--- src/rtl/tenm_pkg.sv ---
// Shared types, codes and defaults of the tagged entry nearest match block.
package tenm_pkg;

    localparam int ENTRIES_DEF = 1024;
    localparam int TAGS_DEF = 4;
    localparam int GROUPS_DEF = 64;
    localparam logic [31:0] BEST_INIT = 32'h7FFF_FFFF;

    typedef enum logic [1:0] {
        MODE_LOAD    = 2'd0,
        MODE_GROUP   = 2'd1,
        MODE_NEAREST = 2'd2,
        MODE_FIRST   = 2'd3
    } t_mode;

    typedef struct packed {
        t_mode              mode;
        logic [9:0]         entry_index;
        logic [1:0]         tag_slot;
        logic [2:0]         tag_total;
        logic [7:0]         tag_kind;
        logic signed [31:0] tag_value;
        logic [5:0]         group_id;
        logic [9:0]         group_start;
        logic [10:0]        group_size;
    } t_in_word;

    typedef struct packed {
        logic [9:0] chosen_entry;
        logic       found;
    } t_out_word;

    typedef struct packed {
        logic [7:0]         kind;
        logic signed [31:0] value;
    } t_tag;

    typedef struct packed {
        logic [9:0]  start;
        logic [10:0] size;
    } t_grp;

    typedef enum logic [3:0] {
        ST_CLEAR,
        ST_IDLE,
        ST_WRITE,
        ST_GRP,
        ST_GLOAD,
        ST_ENTRY,
        ST_CNT,
        ST_SLOT,
        ST_TAG,
        ST_CMP,
        ST_DONE
    } t_state;

    typedef struct packed {
        logic clr_wr;
        logic cap;
        logic wr;
        logic walk_init;
        logic cnt_ld;
        logic slot_inc;
        logic ent_inc;
        logic diff_ld;
        logic cmp;
        logic hit_first;
    } t_cmd;

    typedef struct packed {
        logic  clr_last;
        logic  entry_ok;
        logic  slot_ok;
        logic  kind_hit;
        t_mode mode;
    } t_stat;

endpackage

--- src/rtl/tenm_ctrl.sv ---
// Controller: state machine that sequences clearing, writes and the query walk.
module tenm_ctrl
    import tenm_pkg::*;
(
    input  logic  i_clk,
    input  logic  i_rst_n,
    input  logic  i_start,
    input  t_stat i_stat,
    output logic  o_busy,
    output logic  o_valid,
    output t_cmd  o_cmd
);

    t_state r_state;
    t_state n_state;

    always_ff @(posedge i_clk) begin
        if (!i_rst_n) begin
            r_state <= ST_CLEAR;
        end else begin
            r_state <= n_state;
        end
    end

    always_comb begin
        n_state = r_state;
        unique case (r_state)
            ST_CLEAR: begin
                if (i_stat.clr_last) n_state = ST_IDLE;
            end
            ST_IDLE: begin
                if (i_start) begin
                    n_state = ST_WRITE;
                end
            end
            ST_WRITE: begin
                // The captured mode decides whether this was a write or a query.
                unique case (i_stat.mode)
                    MODE_LOAD, MODE_GROUP:     n_state = ST_DONE;
                    MODE_NEAREST, MODE_FIRST:  n_state = ST_GRP;
                endcase
            end
            ST_GRP:   n_state = ST_GLOAD;
            ST_GLOAD: n_state = ST_ENTRY;
            ST_ENTRY: n_state = i_stat.entry_ok ? ST_CNT : ST_DONE;
            ST_CNT:   n_state = ST_SLOT;
            ST_SLOT:  n_state = i_stat.slot_ok ? ST_TAG : ST_ENTRY;
            ST_TAG: begin
                priority if (!i_stat.kind_hit) begin
                    n_state = ST_SLOT;
                end else if (i_stat.mode == MODE_FIRST) begin
                    n_state = ST_DONE;
                end else begin
                    n_state = ST_CMP;
                end
            end
            ST_CMP:   n_state = ST_ENTRY;
            ST_DONE:  n_state = ST_IDLE;
            default:  n_state = ST_CLEAR;
        endcase
    end

    always_comb begin
        o_cmd   = '0;
        o_busy  = 1'b1;
        o_valid = 1'b0;
        unique case (r_state)
            ST_CLEAR: o_cmd.clr_wr = 1'b1;
            ST_IDLE: begin
                o_busy    = 1'b0;
                o_cmd.cap = i_start;
            end
            ST_WRITE: o_cmd.wr = 1'b1;
            ST_GRP: begin
            end
            ST_GLOAD: o_cmd.walk_init = 1'b1;
            ST_ENTRY: begin
            end
            ST_CNT:   o_cmd.cnt_ld = 1'b1;
            ST_SLOT:  o_cmd.ent_inc = !i_stat.slot_ok;
            ST_TAG: begin
                priority if (!i_stat.kind_hit) begin
                    o_cmd.slot_inc = 1'b1;
                end else if (i_stat.mode == MODE_FIRST) begin
                    o_cmd.hit_first = 1'b1;
                end else begin
                    o_cmd.diff_ld = 1'b1;
                end
            end
            ST_CMP:   o_cmd.cmp = 1'b1;
            ST_DONE:  o_valid = 1'b1;
            default: begin
            end
        endcase
    end

endmodule

--- config.mk ---
export PLATFORM = sky130hd
export DESIGN_NAME = tenm_ctrl
export DESIGN_NICKNAME = d
export VERILOG_FILES = /design/src/rtl/tenm_pkg.sv /design/src/rtl/tenm_ctrl.sv
export SDC_FILE = /design/constraint.sdc
export NUM_CORES = 1
export LEC_CHECK = 0
export ABC_AREA = 1
export BUFFER_PORTS_ARGS = -buffer_cell sky130_fd_sc_hd__clkbuf_2
export CELL_PAD_IN_SITES_DETAIL_PLACEMENT = 0
export CELL_PAD_IN_SITES_GLOBAL_PLACEMENT = 1
export CORE_MARGIN = 8
export CORE_UTILIZATION = 26
export DETAILED_ROUTE_END_ITERATION = 12
export GPL_TIMING_DRIVEN = 0
export PLACE_DENSITY = 0.85
export SETUP_SLACK_MARGIN = 0.02
export SYNTH_ARGS = -nofsm -noshare
export SYNTH_HDL_FRONTEND = slang
export SYNTH_SLANG_ARGS = --single-unit
--- constraint.sdc ---
create_clock -name i_clk -period 1.3 [get_ports i_clk]
set_clock_uncertainty 0.1 [all_clocks]
set_input_delay 0.26 -clock i_clk [delete_from_list [all_inputs] [get_ports i_clk]]
set_output_delay 0.26 -clock i_clk [all_outputs]
set_load 0.02 [all_outputs]
==> summary.md <==
The tools report the routability congestion estimate as 0.7439. The post-layout worst setup margin is -0.2558 ns, and the sequential-to-total area share from yosys stat is 19.05%. From bottom edge to top edge, the die measures 56.21 µm. The power density over the cells is 1569 nW/µm².

In this run the critical register-to-register path is launched from r_state[3]. Clock tree synthesis found a total of 4 sinks. In this run the worst setup path terminates at o_cmd[2]. Setup repair after global routing could not meet its margin everywhere. The run gives 1 as the number of H-tree levels. Combinational cells account for 73.0% of the total power.

Synthesis produced a netlist whose cell count is 79. Buffers inserted to repair hold after CTS numbered 0. Before CTS, the worst setup slack after placement is -0.1567 ns. TritonCTS built the clock tree.

Clock latency on the worst-skew pair, taken at its later pin, is 0.23 ns. The clock-pin slew on the worst setup and hold paths is 0.04 ns. After layout, the minimum clock period comes to 1.556 ns.

The run gives 2.366 mm as the first-pass GRT wire length. Global routing used 8.930% of the available tracks. In this run the power spent charging and discharging nets is 0.6908 mW. The endpoint identified for the worst register-to-register timing path is r_state[0]. For the final core utilization, the log shows 61.21%. The worst setup path is launched from a flip-flop.

By startpoint and endpoint, the worst setup path is classified as flip-flop to primary output. For the internal power component, the log shows 0.7562 mW. The region available for standard cell placement spans 1506 µm². The checks that failed: negative setup slack. The total wire length was 1.580 mm. The tightest hold path in the finished design has a slack of 0.2456 ns. Compared with the post-synthesis result, the final layout area differs by 119.3%.

The beginning of the critical path is r_state[3]. The total inserted antenna cells is 0, and the aggregate global routing overflow is 0. Via count of the first global-routing pass: 549. In this run the register-to-register setup slack is -0.09 ns.

Dividing the detail-routed wire length by the instance count gives 11.88 µm. The flow ran to the end, but the final reports show violations. The register with the most flip-flops in the layout has 4 of them.

Die footprint: 3160 µm². The clock passes through at most 2 buffers. The post-synthesis net count was 88; the largest net degree at the start of global routing was 6. Setup violations remaining at the end of the flow were counted as 14.

The die is 56.21 µm wide. The via count normalized by instance count is 4.579. The post-route netlist has 69.23% of its cells at a drive strength greater than 1. The share of total power dissipated in the clock network is 10.6%. In this run the worst hold path is classified as input pin to flip-flop. For this run, the detailed router's first-pass iteration total came to 4.

The max-slew violation count came out at 0. The measured slew at the worst slew-check pin is 0.2596 ns. The post-synthesis cell area came out at 420.4 µm². Once detailed placement completed, the half-perimeter wirelength came to 1.054 mm.

Net switching is 47.74% of the power. For the total I/O pin count, the log shows 21. The tightest slew margin relative to the limit is 82.59%. The routed via count was 609. Data on the critical path arrives at its endpoint at 1.20 ns. The tools report the layout net count as 128. In the routed design, unresolved DRC markers number 0.

The total of flip-flops plus latches after synthesis came out at 4. Dominant combinational cell family by area after synthesis: simple AND/OR/NAND/NOR gates. At the worst endpoint, the required time is 0.94 ns. The count of nets left with antenna violations once routing finished came out at 0. In the finished design, the share of the clock period the worst path needs comes to 119.7%. After Yosys synthesis, full adders, half adders and majority gates account for 0% of the synthesized area. Summed over all cells, the static leakage comes to 0.4901 nW. Across the run, the number of max-cap violations was 0. The initial utilization of the core area, before any placement, comes to 27.91%. The number of violations reported at the end of detailed-routing iteration 0 is 16, and the peak clock frequency supported by timing is 0.6428 GHz.

The tree is rooted in a sky130_fd_sc_hd__clkbuf_4. Yosys printed 0 warnings. Adding up every negative setup slack in the final design gives -2.646 ns.

The simple-gate area share of the yosys netlist is 46.13%. Sort of element at the end of the critical path: a primary output. In this run, CTS created clock tree buffers numbering 3. XOR/XNOR share of the synthesized area: 0%. Multiplexer cells account for 0% of the synthesized area. The run gives 0 as the total count of hold-check failures in the final report.

The fraction of the mapped netlist area in compound gates was 13.39%. The register with the most flip-flops in the final layout is r_state. The sequential share of power came out at 16.3%.

The floorplan has 14 rows. Initial antenna violation count: 0. The number of cells on the worst reg-to-reg path is 9. Counting the fill cells in the layout gives 120. After synthesis, the netlist uses 17 different library cells. The largest driver fanout on the critical path works out to 4. The average cell area after synthesis is 5.322 µm², and the largest vdd supply drop is 0.001270 V. The design draws 1.447 mW. The largest registers in the layout are r_state x4. Input and output buffers added on the ports amount to 20.
## power groups by stage
stage                     Clock (mW)  Sequential (mW)  Combinational [mW]
after floorplan                    0            0.199               0.491
after CTS                      0.153            0.229               0.832
after global routing           0.174            0.241                1.14
final                          0.154            0.237                1.06
after detailed placement           0            0.208               0.643
after global placement             0            0.208               0.637
## routing by layer
metal	part of all wire [%]	vias to the layer above	track usage, %
met3	3.7	0	2.968
met5	0	-	0
met4	0	0	4.124
met2	57	11	15.37
li1	-	311	-
met1	40	287	9.494
## kinds of logic after synthesis
kind of cell | after synthesis
compound gates | 7
simple gates | 44
flops | 4
buf+inv | 24
## layout make-up
cell class / count / area, µm² / area share (%)
flip-flops and latches: 4 / 92.59 / 10.04
well taps: 16 / 20.02 / 2.171
inverters: 24 / 95.09 / 10.31
multi-input cells: 51 / 365.4 / 39.62
clock buffers: 3 / 22.52 / 2.442
repair buffers: 35 / 326.6 / 35.41
## through the flow
step           std cells  instance area, µm²
2_1_floorplan         79               449.2
3_3_place_gp         115               569.3
3_5_place_dp         115               569.3
4_1_cts              124               764.5
5_1_grt              133               922.1
6_report             133               922.1
## synth_stat cells
library cell / instances / area (µm²)
sky130_fd_sc_hd__nor2_2: 5 / 31.28
sky130_fd_sc_hd__a21oi_2: 1 / 8.760
sky130_fd_sc_hd__o21ai_2: 1 / 8.760
sky130_fd_sc_hd__a211oi_1: 1 / 7.510
sky130_fd_sc_hd__nand3_1: 3 / 15.01
sky130_fd_sc_hd__inv_1: 18 / 67.56
sky130_fd_sc_hd__nor2_1: 14 / 52.55
sky130_fd_sc_hd__inv_2: 6 / 22.52
sky130_fd_sc_hd__nor3_1: 1 / 5.000
sky130_fd_sc_hd__dfxtp_1: 4 / 80.08
sky130_fd_sc_hd__nand2_2: 2 / 12.51
sky130_fd_sc_hd__nand2_1: 18 / 67.56
sky130_fd_sc_hd__o21ai_1: 1 / 5.000
sky130_fd_sc_hd__a211oi_2: 1 / 12.51
sky130_fd_sc_hd__nand3_2: 1 / 10.01
sky130_fd_sc_hd__a21oi_1: 1 / 5.000
sky130_fd_sc_hd__a41oi_1: 1 / 8.760
## worst max-delay path, cell delays in order, from the launching register on
cell                      delay (ns)
sky130_fd_sc_hd__dfxtp_4        0.38
sky130_fd_sc_hd__inv_4          0.04
sky130_fd_sc_hd__nor2_4         0.09
sky130_fd_sc_hd__nand2_2        0.07
sky130_fd_sc_hd__inv_2          0.10
sky130_fd_sc_hd__nand2_4        0.08
sky130_fd_sc_hd__nor2_4         0.09
sky130_fd_sc_hd__buf_8          0.11
## cells in the final DEF, fill, tap and decap left out, types with 2 or more instances in the layout
master / instances
sky130_fd_sc_hd__nor2_4: 9
sky130_fd_sc_hd__clkbuf_4: 3
sky130_fd_sc_hd__nand2_1: 10
sky130_fd_sc_hd__dfxtp_4: 3
sky130_fd_sc_hd__buf_8: 6
sky130_fd_sc_hd__clkbuf_2: 8
sky130_fd_sc_hd__inv_4: 2
sky130_fd_sc_hd__nand3_1: 2
sky130_fd_sc_hd__nor2_1: 9
sky130_fd_sc_hd__inv_1: 13
sky130_fd_sc_hd__nand2_4: 2
sky130_fd_sc_hd__nand3_2: 2
sky130_fd_sc_hd__buf_6: 7
sky130_fd_sc_hd__buf_4: 12
sky130_fd_sc_hd__inv_2: 9
sky130_fd_sc_hd__a21oi_2: 2
sky130_fd_sc_hd__clkbuf_8: 2
sky130_fd_sc_hd__nand2_2: 8
## how the worst min path moves through the flow
stage | start | end | cells past startpoint
6_report | i_rst_n | r_state[0] | 3
3_5_place_dp | i_rst_n | r_state[0] | 3
2_1_floorplan | i_rst_n | r_state[0] | 2
5_1_grt | i_stat[4] | r_state[2] | 3
3_3_place_gp | i_stat[4] | r_state[2] | 3
4_1_cts | i_stat[4] | r_state[2] | 3
## what timing repair did
| item | 4_1_cts | 5_1_grt |
|---|---|---|
| endpoints found under the setup margin | 12 | 14 |
| hold endpoints to repair | 0 | 0 |
| gates resized for setup | 37 | 35 |
| buffers inserted | 6 | 10 |
| gates cloned | 0 | 0 |
| pin swaps | 5 | 11 |
(Power assumes the default switching activity.)
